**src/spq_pkg.sv**
```systemverilog
`timescale 1ns / 1ps
`default_nettype none

package spq_pkg;

  // fixed field widths of the ports
  localparam int unsigned MODE_W   = 2;
  localparam int unsigned TASK_W   = 8;
  localparam int unsigned PRIO_W   = 8;
  localparam int unsigned OCC_W    = 5;

  // request codes carried in the mode field
  typedef enum logic [MODE_W-1:0] {
    MODE_ADD = 2'd0,
    MODE_DEL = 2'd1,
    MODE_POP = 2'd2,
    MODE_CLR = 2'd3
  } mode_e;

  // per-cycle command broadcast to every cell of the row
  typedef enum logic [2:0] {
    OP_HOLD = 3'd0,
    OP_INS  = 3'd1,
    OP_POP  = 3'd2,
    OP_DEL  = 3'd3,
    OP_CLR  = 3'd4
  } op_e;

  typedef struct packed {
    op_e op;
  } cell_cmd_t;

endpackage

`default_nettype wire

```
**src/spq_cell.sv**
```systemverilog
`timescale 1ns / 1ps
`default_nettype none

module spq_cell #(
  parameter int unsigned ID_BITS       = 8,
  parameter int unsigned PRIORITY_BITS = 8
) (
  input  wire                     clk_i,
  input  wire                     rst_ni,
  input  spq_pkg::cell_cmd_t      cmd_i,
  input  wire [ID_BITS-1:0]       key_id_i,
  input  wire [PRIORITY_BITS-1:0] key_pri_i,
  // neighbor toward the head
  input  wire                     prev_valid_i,
  input  wire [ID_BITS-1:0]       prev_id_i,
  input  wire [PRIORITY_BITS-1:0] prev_pri_i,
  input  wire                     prev_ge_i,
  input  wire                     prev_hit_i,
  // neighbor toward the tail
  input  wire                     next_valid_i,
  input  wire [ID_BITS-1:0]       next_id_i,
  input  wire [PRIORITY_BITS-1:0] next_pri_i,
  output logic                    ge_o,
  output logic                    hit_o,
  output logic                    valid_o,
  output logic [ID_BITS-1:0]      id_o,
  output logic [PRIORITY_BITS-1:0] pri_o
);
  import spq_pkg::*;

  logic                     valid_q, valid_d;
  logic [ID_BITS-1:0]       id_q, id_d;
  logic [PRIORITY_BITS-1:0] pri_q, pri_d;
  logic                     load;

  // entry stays ahead of a new one of equal or lower priority
  assign ge_o  = valid_q && (pri_q >= key_pri_i);
  // first matching entry at or before this cell pulls the tail left
  assign hit_o = prev_hit_i || (valid_q && (id_q == key_id_i));

  always_comb begin
    valid_d = valid_q;
    id_d    = id_q;
    pri_d   = pri_q;
    load    = 1'b0;
    case (cmd_i.op)
      OP_INS: begin
        if (!ge_o) begin
          load = 1'b1;
          if (prev_ge_i) begin
            valid_d = 1'b1;
            id_d    = key_id_i;
            pri_d   = key_pri_i;
          end else begin
            valid_d = prev_valid_i;
            id_d    = prev_id_i;
            pri_d   = prev_pri_i;
          end
        end
      end
      OP_POP: begin
        load    = 1'b1;
        valid_d = next_valid_i;
        id_d    = next_id_i;
        pri_d   = next_pri_i;
      end
      OP_DEL: begin
        if (hit_o) begin
          load    = 1'b1;
          valid_d = next_valid_i;
          id_d    = next_id_i;
          pri_d   = next_pri_i;
        end
      end
      OP_CLR: begin
        valid_d = 1'b0;
      end
      default: begin
        valid_d = valid_q;
      end
    endcase
  end

  always_ff @(posedge clk_i or negedge rst_ni) begin
    if (!rst_ni) begin
      valid_q <= 1'b0;
    end else begin
      valid_q <= valid_d;
    end
  end

  always_ff @(posedge clk_i) begin
    if (load) begin
      id_q  <= id_d;
      pri_q <= pri_d;
    end
  end

  assign valid_o = valid_q;
  assign id_o    = id_q;
  assign pri_o   = pri_q;

endmodule

`default_nettype wire

```
**src/sorted_priority_task_queue.sv**
```systemverilog
// add, pop and clear give their result beat in the cycle after the input beat
// delete removes one matching entry per cycle, and gives its result once none is left and the output is free
// throughput: one beat per cycle for add, pop and clear while the output is taken
// rate is set by the cell row shifting one slot per cycle
// reset: queue empty, dispatch enabled, no result pending
`timescale 1ns / 1ps
`default_nettype none

module sorted_priority_task_queue #(
  parameter int unsigned QUEUE_DEPTH   = 16,
  parameter int unsigned ID_BITS       = 8,
  parameter int unsigned PRIORITY_BITS = 8
) (
  input  wire                         clk_i,
  input  wire                         rst_ni,
  // configuration: dispatch enable
  input  wire                         cfg_we_i,
  input  wire                         cfg_wdata_i,
  // request channel
  input  wire                         in_valid_i,
  output logic                        in_ready_o,
  input  wire [spq_pkg::MODE_W-1:0]   mode_i,
  input  wire [spq_pkg::TASK_W-1:0]   task_id_i,
  input  wire [spq_pkg::PRIO_W-1:0]   priority_req_i,
  // result channel
  output logic                        out_valid_o,
  input  wire                         out_ready_i,
  output logic                        accepted_o,
  output logic                        task_valid_o,
  output logic [spq_pkg::TASK_W-1:0]  task_out_o,
  output logic [spq_pkg::OCC_W-1:0]   occupancy_o
);
  import spq_pkg::*;

  localparam int unsigned CNT_W  = $clog2(QUEUE_DEPTH + 1);
  localparam int unsigned IDX_W  = (ID_BITS > TASK_W) ? ID_BITS : TASK_W;
  localparam int unsigned PRX_W  = (PRIORITY_BITS > PRIO_W) ? PRIORITY_BITS : PRIO_W;
  localparam int unsigned OCX_W  = (CNT_W > OCC_W) ? CNT_W : OCC_W;

  // controller states, one-hot
  typedef enum logic [1:0] {
    ST_IDLE = 2'b01,
    ST_DEL  = 2'b10
  } state_e;

  state_e             state_q, state_d;
  logic [ID_BITS-1:0] del_id_q;
  logic [CNT_W-1:0]   count_q, count_d;
  logic               dispatch_q;

  logic               out_valid_q, out_valid_d;
  logic               accepted_q;
  logic               task_valid_q;
  logic [TASK_W-1:0]  task_out_q;
  logic [OCC_W-1:0]   occupancy_q;

  // result load
  logic               res_load;
  logic               res_accepted;
  logic               res_task_valid;
  logic [TASK_W-1:0]  res_task_out;
  logic [CNT_W-1:0]   res_count;

  logic               in_accept;
  logic               out_free;
  logic               full;
  logic               pop_go;
  logic               any_hit;
  cell_cmd_t          cmd;

  // request fields brought to the cell widths
  logic [IDX_W-1:0]         in_id_ext;
  logic [PRX_W-1:0]         in_pri_ext;
  logic [ID_BITS-1:0]       key_id;
  logic [PRIORITY_BITS-1:0] key_pri;
  logic [IDX_W-1:0]         head_id_ext;
  logic [OCX_W-1:0]         occ_ext;

  // the cell row, head at index 0
  logic [QUEUE_DEPTH-1:0]   cell_valid;
  logic [QUEUE_DEPTH-1:0]   cell_ge;
  logic [QUEUE_DEPTH-1:0]   cell_hit;
  logic [ID_BITS-1:0]       cell_id  [QUEUE_DEPTH];
  logic [PRIORITY_BITS-1:0] cell_pri [QUEUE_DEPTH];

  assign in_id_ext  = IDX_W'(task_id_i);
  assign in_pri_ext = PRX_W'(priority_req_i);
  // in delete state the stored id keeps driving the match chain
  assign key_id     = state_q[1] ? del_id_q : in_id_ext[ID_BITS-1:0];
  assign key_pri    = in_pri_ext[PRIORITY_BITS-1:0];

  assign out_free   = !out_valid_q || out_ready_i;
  assign in_ready_o = (state_q == ST_IDLE) && out_free;
  assign in_accept  = in_valid_i && in_ready_o;
  assign full       = cell_valid[QUEUE_DEPTH-1];
  assign pop_go     = dispatch_q && cell_valid[0];
  assign any_hit    = cell_hit[QUEUE_DEPTH-1];

  // command for the row this cycle
  always_comb begin
    cmd.op = OP_HOLD;
    if (in_accept) begin
      unique case (mode_e'(mode_i))
        MODE_ADD: cmd.op = full ? OP_HOLD : OP_INS;
        MODE_DEL: cmd.op = OP_DEL;
        MODE_POP: cmd.op = pop_go ? OP_POP : OP_HOLD;
        MODE_CLR: cmd.op = OP_CLR;
        default:  cmd.op = OP_HOLD;
      endcase
    end else if (state_q == ST_DEL) begin
      cmd.op = OP_DEL;
    end
  end

  // occupancy follows the row command
  always_comb begin
    count_d = count_q;
    case (cmd.op)
      OP_INS:  count_d = count_q + 1'b1;
      OP_POP:  count_d = count_q - 1'b1;
      OP_DEL:  count_d = any_hit ? (count_q - 1'b1) : count_q;
      OP_CLR:  count_d = '0;
      default: count_d = count_q;
    endcase
  end

  assign head_id_ext = IDX_W'(cell_id[0]);

  // sequencing and result capture
  always_comb begin
    state_d        = state_q;
    res_load       = 1'b0;
    res_accepted   = 1'b1;
    res_task_valid = 1'b0;
    res_task_out   = '0;
    res_count      = count_d;
    unique case (state_q)
      ST_IDLE: begin
        if (in_accept) begin
          if (mode_e'(mode_i) == MODE_DEL) begin
            if (any_hit) begin
              state_d = ST_DEL;
            end else begin
              res_load = 1'b1;
            end
          end else begin
            res_load       = 1'b1;
            res_accepted   = !((mode_e'(mode_i) == MODE_ADD) && full);
            res_task_valid = (mode_e'(mode_i) == MODE_POP) && pop_go;
            res_task_out   = res_task_valid ? head_id_ext[TASK_W-1:0] : '0;
          end
        end
      end
      ST_DEL: begin
        // one match removed per cycle until none is left
        if (!any_hit && out_free) begin
          res_load = 1'b1;
          state_d  = ST_IDLE;
        end
      end
      default: begin
        state_d = ST_IDLE;
      end
    endcase
  end

  assign out_valid_d = res_load ? 1'b1 : (out_ready_i ? 1'b0 : out_valid_q);
  assign occ_ext     = OCX_W'(res_count);

  always_ff @(posedge clk_i or negedge rst_ni) begin
    if (!rst_ni) begin
      state_q     <= ST_IDLE;
      count_q     <= '0;
      dispatch_q  <= 1'b1;
      out_valid_q <= 1'b0;
    end else begin
      state_q     <= state_d;
      count_q     <= count_d;
      out_valid_q <= out_valid_d;
      if (cfg_we_i) begin
        dispatch_q <= cfg_wdata_i;
      end
    end
  end

  always_ff @(posedge clk_i) begin
    if (in_accept) begin
      del_id_q <= in_id_ext[ID_BITS-1:0];
    end
    if (res_load) begin
      accepted_q   <= res_accepted;
      task_valid_q <= res_task_valid;
      task_out_q   <= res_task_out;
      occupancy_q  <= occ_ext[OCC_W-1:0];
    end
  end

  assign out_valid_o  = out_valid_q;
  assign accepted_o   = accepted_q;
  assign task_valid_o = task_valid_q;
  assign task_out_o   = task_out_q;
  assign occupancy_o  = occupancy_q;

  // row of cells, each linked to its neighbors, with the head and tail ends tied off
  for (genvar k = 0; k < QUEUE_DEPTH; k++) begin : g_cell
    logic                     p_valid, n_valid, p_ge, p_hit;
    logic [ID_BITS-1:0]       p_id, n_id;
    logic [PRIORITY_BITS-1:0] p_pri, n_pri;

    if (k == 0) begin : g_head
      assign p_valid = 1'b0;
      assign p_id    = '0;
      assign p_pri   = '0;
      assign p_ge    = 1'b1;
      assign p_hit   = 1'b0;
    end else begin : g_link
      assign p_valid = cell_valid[k-1];
      assign p_id    = cell_id[k-1];
      assign p_pri   = cell_pri[k-1];
      assign p_ge    = cell_ge[k-1];
      assign p_hit   = cell_hit[k-1];
    end

    if (k == QUEUE_DEPTH - 1) begin : g_tail
      assign n_valid = 1'b0;
      assign n_id    = '0;
      assign n_pri   = '0;
    end else begin : g_next
      assign n_valid = cell_valid[k+1];
      assign n_id    = cell_id[k+1];
      assign n_pri   = cell_pri[k+1];
    end

    spq_cell #(
      .ID_BITS       (ID_BITS),
      .PRIORITY_BITS (PRIORITY_BITS)
    ) u_cell (
      .clk_i        (clk_i),
      .rst_ni       (rst_ni),
      .cmd_i        (cmd),
      .key_id_i     (key_id),
      .key_pri_i    (key_pri),
      .prev_valid_i (p_valid),
      .prev_id_i    (p_id),
      .prev_pri_i   (p_pri),
      .prev_ge_i    (p_ge),
      .prev_hit_i   (p_hit),
      .next_valid_i (n_valid),
      .next_id_i    (n_id),
      .next_pri_i   (n_pri),
      .ge_o         (cell_ge[k]),
      .hit_o        (cell_hit[k]),
      .valid_o      (cell_valid[k]),
      .id_o         (cell_id[k]),
      .pri_o        (cell_pri[k])
    );
  end

`ifndef SYNTHESIS
  // held entries always sit packed at the head
  a_valid_prefix: assert property (@(posedge clk_i) disable iff (!rst_ni)
    ((cell_valid & (cell_valid + 1'b1)) == '0))
    else $error("valid entries not packed at the head");

  // the counter tracks the number of held entries
  a_count_match: assert property (@(posedge clk_i) disable iff (!rst_ni)
    (32'(count_q) == 32'($countones(cell_valid))))
    else $error("occupancy counter out of step with the cell row");

  // a clear beat empties the row
  a_clear_empties: assert property (@(posedge clk_i) disable iff (!rst_ni)
    (in_accept && (mode_i == MODE_CLR)) |=> (cell_valid == '0))
    else $error("clear left entries behind");

  // a popped task always comes with an accepted result
  a_pop_accepted: assert property (@(posedge clk_i) disable iff (!rst_ni)
    (out_valid_o && task_valid_o) |-> accepted_o)
    else $error("popped task on a refused result");
`endif

endmodule

`default_nettype wire
```
**config.mk**
```make
export PLATFORM = sky130hd
export DESIGN_NAME = sorted_priority_task_queue
export DESIGN_NICKNAME = d
export VERILOG_FILES = /design/src/spq_pkg.sv /design/src/spq_cell.sv /design/src/sorted_priority_task_queue.sv
export SDC_FILE = /design/constraint.sdc
export NUM_CORES = 1
export LEC_CHECK = 0
export ABC_AREA = 1
export BUFFER_PORTS_ARGS = -buffer_cell sky130_fd_sc_hd__buf_2
export CORE_UTILIZATION = 58
export CTS_CLUSTER_SIZE = 25
export DETAILED_ROUTE_END_ITERATION = 8
export PLACE_DENSITY = 0.78
export SYNTH_ARGS = -nofsm -noshare
export SYNTH_HDL_FRONTEND = slang
export SYNTH_SLANG_ARGS = --single-unit
```
**constraint.sdc**
```tcl
create_clock -name clk_i -period 3.7 [get_ports clk_i]
set_clock_uncertainty 0.15 [all_clocks]
set_input_delay 0.37 -clock clk_i [delete_from_list [all_inputs] [get_ports clk_i]]
set_output_delay 0.37 -clock clk_i [all_outputs]
set_load 0.02 [all_outputs]
```
==> impl_results.md, run 1 <==
* Status: finished clean
* Antenna diode count at 0
* Detailed-route vias per instance at 6.232
* Max-Cap Viols at 0
* Post-placement cell area at 20810 um2
* Cell at the root of the clock tree: sky130_fd_sc_hd__clkbuf_16
* First-iteration detailed-routing DRC count at 2350
* Cell count after synthesis at 2334
* Clock Tree Buf Depth at 3
* Area of the mapped netlist at 19690 um2
* Worst Reg-to-Reg Cells at 15
* Final antenna-violating net count at 0
* Number of buffers created by CTS at 35
* Layout Nets at 2549
* Post-synthesis share of cell area spent on full adders, half adders and majority gates at 7.878%
* Layout cells sized above 1 at 11.17%
* Final worst path period need at roughly 3600 ps
* Total Routing Usage GR at 33.21%
* Transition at the pin with the smallest max-transition slack at 923.3 ps
* Pin count of the biggest net entering global routing at 159
* Overall die height at ~190 um
* Top post-synthesis cells by count: sky130_fd_sc_hd__o21ai_0 (501), sky130_fd_sc_hd__inv_1 (310), sky130_fd_sc_hd__nand2_1 (287)
* Library cells used by synthesis at 51
* DR WL/cell at about 20 um
* Largest family of logic cells by synthesized area: compound AO/OA/AOI/OAI gates
* Worst hold path type: in -> reg
* Top cell type by total area after synthesis: sky130_fd_sc_hd__edfxtp_1
* Num Clock Sinks at 304
* Number of cells traversed by the worst hold path at 4
* Gp weighted congestion at 0.9606
* Post-Route WL at 57840 um
* Dominant synthesized flop cell: sky130_fd_sc_hd__edfxtp_1
* Initial DRT Pass Iterations at 6
* Detailed placer's ending HPWL at 40820 um
* Leading post-synthesis cells by cell area: sky130_fd_sc_hd__edfxtp_1 (43%), sky130_fd_sc_hd__o21ai_0 (13%), sky130_fd_sc_hd__ha_1 (7.9%)
* End of the worst register-to-register path: g_cell[13].u_cell.pri_o[2]
* Number of enable-type register cells in the synthesized netlist at between 200 and 300
* Die width at 186.3 um
* Total vias in the final route at 17910
* Post-synthesis sequential area ratio at between 40% and 50%
* Sort of element at the start of the critical path: flip-flop
* Worst slew margin relative to its limit at approximately 38%
* DR DRC count at 0
* Synth async-reset ratio at 8.224%
* Library cell with the highest instance count after synthesis: sky130_fd_sc_hd__o21ai_0
* Register bit total from synthesis at 304
* Crit path kind: reg -> reg
* Number of setup violations in the final report at 0
* Clk_lat worst skew at about 530 ps
* Reg-to-reg slack, setup at 140 ps
* Clock tree from TritonCTS: built
* Post-Synthesis Net Count at about 2500
* Synthesized-area fraction occupied by xor and xnor cells at 1.645%
* Final Max Tran Viols at 0
* Total global routing overflow at 0
* Worst reg2reg startpoint: state_q[1]
* Element type at the critical path end: flip-flop
* CP Launch Point: state_q[1]
* Warnings, synthesis at 0
* Worst Hold Launch: out_ready_i
* Endpoint of the worst hold-timing path: out_valid_o
* Boundary Pins at between 40 and 50
* Core Box Area at 33450 um2
* Number of global-route vias before repair at 17180
* Required time of the worst setup path at about 3800 ps
* Initial antenna violation count at 1
* Number of port buffers at 40
* Compound-gate portion of the synthesized area at 24.36%
* H-tree levels at 2
* Starting utilization of the core area at 58.88%
* Wire length of the first global-routing pass at 90490 um
* Timing-limited maximum frequency at 0.2806 GHz
* Full die area at 34700 um2
* Design Area, Final at 22250 um2
* Number of hold violations in the final report at 0
* Synthesized-area fraction occupied by and/or/nand/nor cells at 11.24%
* Area growth from synthesis to final layout at 12.97%
* Final period utilization at 96.33%
* Crit path arrival time at around 3700 ps
* Number of fill cells in the layout at 2629
* Total negative setup slack at 0 ps
* Syn Area/Cell at between 8 and 9 um2
* Area fraction of the dominant cell type after synthesis at 42.54%
* Worst-path clk slew at around 60 ps
* Multiplexer share of the synthesized area at 0%
* Placement row count at 67
* Maximum fanout encountered on the critical timing path at 16
==> cells by family (layout without fill, tap and decap cells) <==
kind of cell    after synthesis  after routing
compound gates              897            897
xor+xnor                     37             37
flops                       304            304
fa+ha+maj                   124            124
simple gates                517            519
buf+inv                     455            545
==> critical path: stages (launching register included) <==
cell and delay (ps):
sky130_fd_sc_hd__dfrtp_2 480, sky130_fd_sc_hd__inv_8 110, sky130_fd_sc_hd__buf_4 150, sky130_fd_sc_hd__ha_1 230, sky130_fd_sc_hd__inv_1 90, sky130_fd_sc_hd__nor2_1 180
sky130_fd_sc_hd__nand2_1 120, sky130_fd_sc_hd__inv_1 160, sky130_fd_sc_hd__or2_2 170, sky130_fd_sc_hd__nand2_1 150, sky130_fd_sc_hd__nor2_1 180, sky130_fd_sc_hd__buf_4 220
sky130_fd_sc_hd__inv_1 140, sky130_fd_sc_hd__buf_4 190, sky130_fd_sc_hd__o221ai_1 300, sky130_fd_sc_hd__buf_12 210
==> sequential cells by signal (all words and copies together) (netlist names) <==
signal	flops
g_cell.u_cell.id_o	128
g_cell.u_cell.pri_o	128
g_cell.u_cell.valid_o	16
del_id_q	8
task_out_o	8
count_q	5
occupancy_o	5
state_q	2
accepted_o	1
dispatch_q	1
out_valid_o	1
task_valid_o	1
==> routing by layer <==
layer | part of all wire [%] | global-route usage (%)
met5 | 0 | 0
met1 | 40 | 44.80
met4 | 4.8 | 15.90
met3 | 9.8 | 5.646
met2 | 46 | 52.15
==> worst max path at each step <==
stage	to	slack [ps]
after detailed placement	task_out_o[1]	-210
final	g_cell[13].u_cell.pri_o[2]	140
after CTS	occupancy_o[0]	70
after floorplan	g_cell[13].u_cell.id_o[0]	-140
after global placement	task_out_o[1]	2
after global routing	g_cell[7].u_cell.id_o[3]	-20
==> per-stage QoR <==
step	util (%)	cells	setup slack [ps]	hold slack, ps
final	66.51	2874	136.0	14.38
after global routing	66.51	2874	-22.33	25.15
after CTS	66.03	2863	74.70	5.250
after detailed placement	62.21	2788	-209.6	291.9
after global placement	62.21	2788	2.017	293.8
after floorplan	-	2334	-137.9	-75.59
==> layout by cell type, fill, tap and decap left out, drive strengths merged, types with 9 or more instances in the layout <==
cell and n:
inv 313, nor2 130, o21a 21, clkbuf 51
o21ai 514, dlygate4sd3 11, nand4 19, buf 158
o22ai 50, dfrtp 23, a21boi 11, edfxtp 279
a21oi 253, ha 124, o211ai 16, clkinv 9
nand3 37, nor4 9, xor2 36, nand2 308
==> final cells by class <==
cell class                      count  area (um2)  share of cell area (%)
Clock inverter                     11       100.1                  0.4499
Sequential cell                   304        9007                   40.49
Multi-Input combinational cell   1577        9002                   40.46
Timing Repair Buffer              169        1354                   6.085
Tap cell                          448       560.5                   2.520
Inverter                          314        1195                   5.371
Clock buffer                       51        1028                   4.623
==> timing repair <==
action	4_1_cts	5_1_grt
buffers inserted	2	9
resized for setup	3	19
hold buffers	11	0
pin swaps	0	7
hold endpoints to repair	32	0
endpoints found under the setup margin	15	185
gates cloned	0	2
Power of run 1 is not shown: default switching activity piles up to over one toggle a cycle in this logic, so the estimate is an artifact.
==> inputs of run 2 (changes only) <==
--- a/config.mk
+++ b/config.mk
@@ -11,6 +11,7 @@
 export CTS_CLUSTER_SIZE = 25
 export DETAILED_ROUTE_END_ITERATION = 8
 export PLACE_DENSITY = 0.78
+export SETUP_SLACK_MARGIN = 0.3
 export SYNTH_ARGS = -nofsm -noshare
 export SYNTH_HDL_FRONTEND = slang
 export SYNTH_SLANG_ARGS = --single-unit
==> impl_results.md, run 2 (synthesis results as in run 1) <==
* Total negative setup slack at 0 ps (unchanged)
* Final period utilization at 92.16% (-4.2 points)
* Final antenna-violating net count at 0 (unchanged)
* Final worst path period need at 3410 ps (-154.1 ps)
* Core Box Area at 33450 um2 (unchanged)
* Worst slew margin relative to its limit at 48.19% (+9.7 points)
* H-tree levels at 2 (unchanged)
* Total global routing overflow at 0 (unchanged)
* Most frequent cells in the layout: sky130_fd_sc_hd__o21ai_0 (495), sky130_fd_sc_hd__inv_1 (307), sky130_fd_sc_hd__edfxtp_1 (279)
* Status: finished clean
* Clock tree from TritonCTS: built
* Cell at the root of the clock tree: sky130_fd_sc_hd__clkbuf_16
* Number of hold violations in the final report at 0 (unchanged)
* Delay of the slowest cell on the worst path at 460 ps (-20 ps)
* Crit path kind: reg -> reg
* Layout Nets at 2571 (+0.86%)
* Area occupied by registers at 9007 um2 (unchanged)
* Total vias in the final route at 17810 (-0.56%)
* Clk_lat worst skew at 550 ps (+20 ps)
* Maximum fanout encountered on the critical timing path at 8 (-8)
* Number of cells traversed by the worst hold path at 3 (-1)
* DR WL/cell at 19.80 um (-1.6%)
* Layout cells sized above 1 at 13.51% (+2.3 points)
* Num Clock Sinks at 304 (unchanged)
* Timing-limited maximum frequency at 0.2933 GHz (+4.5%)
* Max stage delay cell, worst path: sky130_fd_sc_hd__dfrtp_2
* Boundary Pins at 41 (unchanged)
* Full die area at 34700 um2 (unchanged)
* Total Routing Usage GR at 32.61% (-0.60 points)
* Met3 track demand over resource in global routing at 4.945% (-0.70 points)
* Worst hold path type: in -> reg
* Detailed-route vias per instance at 6.146 (-1.4%)
* First-iteration detailed-routing DRC count at 2066 (-12%)
* Clock Tree Buf Depth at 3 (unchanged)
* Initial DRT Pass Iterations at 6 (unchanged)
* Met1 track utilization from global routing at 44.64% (-0.15 points)
* Area growth from synthesis to final layout at 15.19%
* Most common cell after layout, fill and taps aside: sky130_fd_sc_hd__o21ai_0
* Number of setup violations in the final report at 0 (unchanged)
* Number of buffers created by CTS at 35 (unchanged)
* Pin count of the biggest net entering global routing at 200 (+26%)
* Number of fill cells in the layout at 2568 (-2.3%)
* Max-Cap Viols at 0 (unchanged)
* Detailed placer's ending HPWL at 40510 um (-0.76%)
* Final Max Tran Viols at 0 (unchanged)
* Element type at the critical path end: flip-flop
* Wire length of the first global-routing pass at 88090 um (-2.7%)
* Post-place setup slack at -143.3 ps (+66.31 ps)
* Global routing's busiest layer: met2
* Crit path arrival time at 3510 ps (-140 ps)
* PnR worst setup slack at 290.1 ps (+154.1 ps)
* Worst Reg-to-Reg Cells at 22 (+7)
* Placement row count at 67 (unchanged)
* Initial antenna violation count at 0 (-1)
* Buffering stage count on the worst path with inverters included at 6 (-2)
* Reg-to-reg slack, setup at 290 ps (+150 ps)
* Largest delay share family, worst path: simple AND/OR/NAND/NOR gates
* Starting utilization of the core area at 58.88% (unchanged)
* Overall die height at 186.3 um (unchanged)
* RSZ-0062 raised after global routing: yes
* Antenna diode count at 0 (unchanged)
* DR DRC count at 0 (unchanged)
* Die width at 186.3 um (unchanged)
* Transition at the pin with the smallest max-transition slack at 777.1 ps (-146.2 ps)
* Gp weighted congestion at 0.9822 (+2.2%)
* Number of global-route vias before repair at 16700 (-2.8%)
* Area used by multi-input combinational logic at 9186 um2 (+2.0%)
* Number of port buffers at 40 (unchanged)
* Cell Chain, Critical Path: clkinv_4 > buf_8 > nand2_4 > nand2_4 > buf_6 > buf_6 > o22ai_2 > nor2_1 > nand3_1 > nand4_1 > nor2_2 > nand4_2 > nor2_4 > nand4_4 > nor2_4 > nand3_4 > nand2_2 > nand2_1 > nand2_1 > nand2_2 > clkinvlp_4 > buf_12
* Worst-path clk slew at 60 ps (about the same)
* Met2 routing resource usage after global routing at 52.34% (+0.19 points)
* Required time of the worst setup path at 3800 ps (+20 ps)
* Post-Route WL at 57370 um (-0.80%)
* Sort of element at the start of the critical path: flip-flop
* Logic depth of the worst path, buffers included at 22 (+7)
-- run 2: cell count changes in the layout (fill, tap and decap cells not counted), moves of 5 or more --
cell,before,now
sky130_fd_sc_hd__nand2_4,6,11
sky130_fd_sc_hd__nor2_2,2,11
sky130_fd_sc_hd__buf_6,2,18
sky130_fd_sc_hd__nand2_1,279,272
sky130_fd_sc_hd__nor2_1,125,116
sky130_fd_sc_hd__a2111oi_0,5,0
-- run 2: layout make-up --
cell class	count	area share [%]
multi-input combinational	1576	40.49
timing repair buffer	191	7.225
clock buffer	51	4.440
timing repair inverter	1	0.02758
inverter	314	5.256
clock inverter	13	0.3806
tap	448	2.471
sequential	304	39.71
-- run 2: path summary, 6_finish.rpt --
path	startpoint	end
worst min-delay path	mode_i[1]	accepted_o
worst max-delay path	state_q[1]	task_out_o[1]
worst min register to register	state_q[0]	state_q[0]
worst max register to register	state_q[1]	task_out_o[1]
min in group asynchronous	rst_ni	g_cell[15].u_cell.valid_o
max in group asynchronous	rst_ni	state_q[1]
-- run 2: worst reg2reg max path, delay by kind of cell, from the launching register on --
kind	cells	cell delay, ps
AND/OR/NAND/NOR	15	1630
buffers and inverters	6	750
flip-flops	1	460
AO/OA/AOI/OAI	1	140
-- run 2: metrics by stage --
| stage | instance area [um2] | utilization (%) | hold WS [ps] | cells |
|---|---|---|---|---|
| global route | 22690 | 67.82 | 59.03 | 2898 |
| finish | 22690 | 67.82 | 47.56 | 2898 |
| CTS | 22220 | 66.42 | 31.95 | 2879 |
| global placement | 20930 | 62.57 | 295.6 | 2799 |
| floorplan | 19760 | - | -75.59 | 2334 |
| detailed placement | 20930 | 62.57 | 294.2 | 2799 |
-- run 2: what timing repair did --
action / in CTS / in global routing
cloned: 1 / 4
gates resized for setup: 10 / 81
hold buffers: 11 / 0
pin swaps: 4 / 20
setup endpoints to repair: 119 / 234
hold endpoints to repair: 32 / 0
buffers inserted: 4 / 15
-- run 2: routing by layer --
layer / part of all wire [%] / vias up
met5: 0 / -
met4: 4.0 / 0
met3: 10 / 177
met2: 46 / 1048
met1: 40 / 8255
li1: - / 8330
Power of run 2 is left out for the same reason.
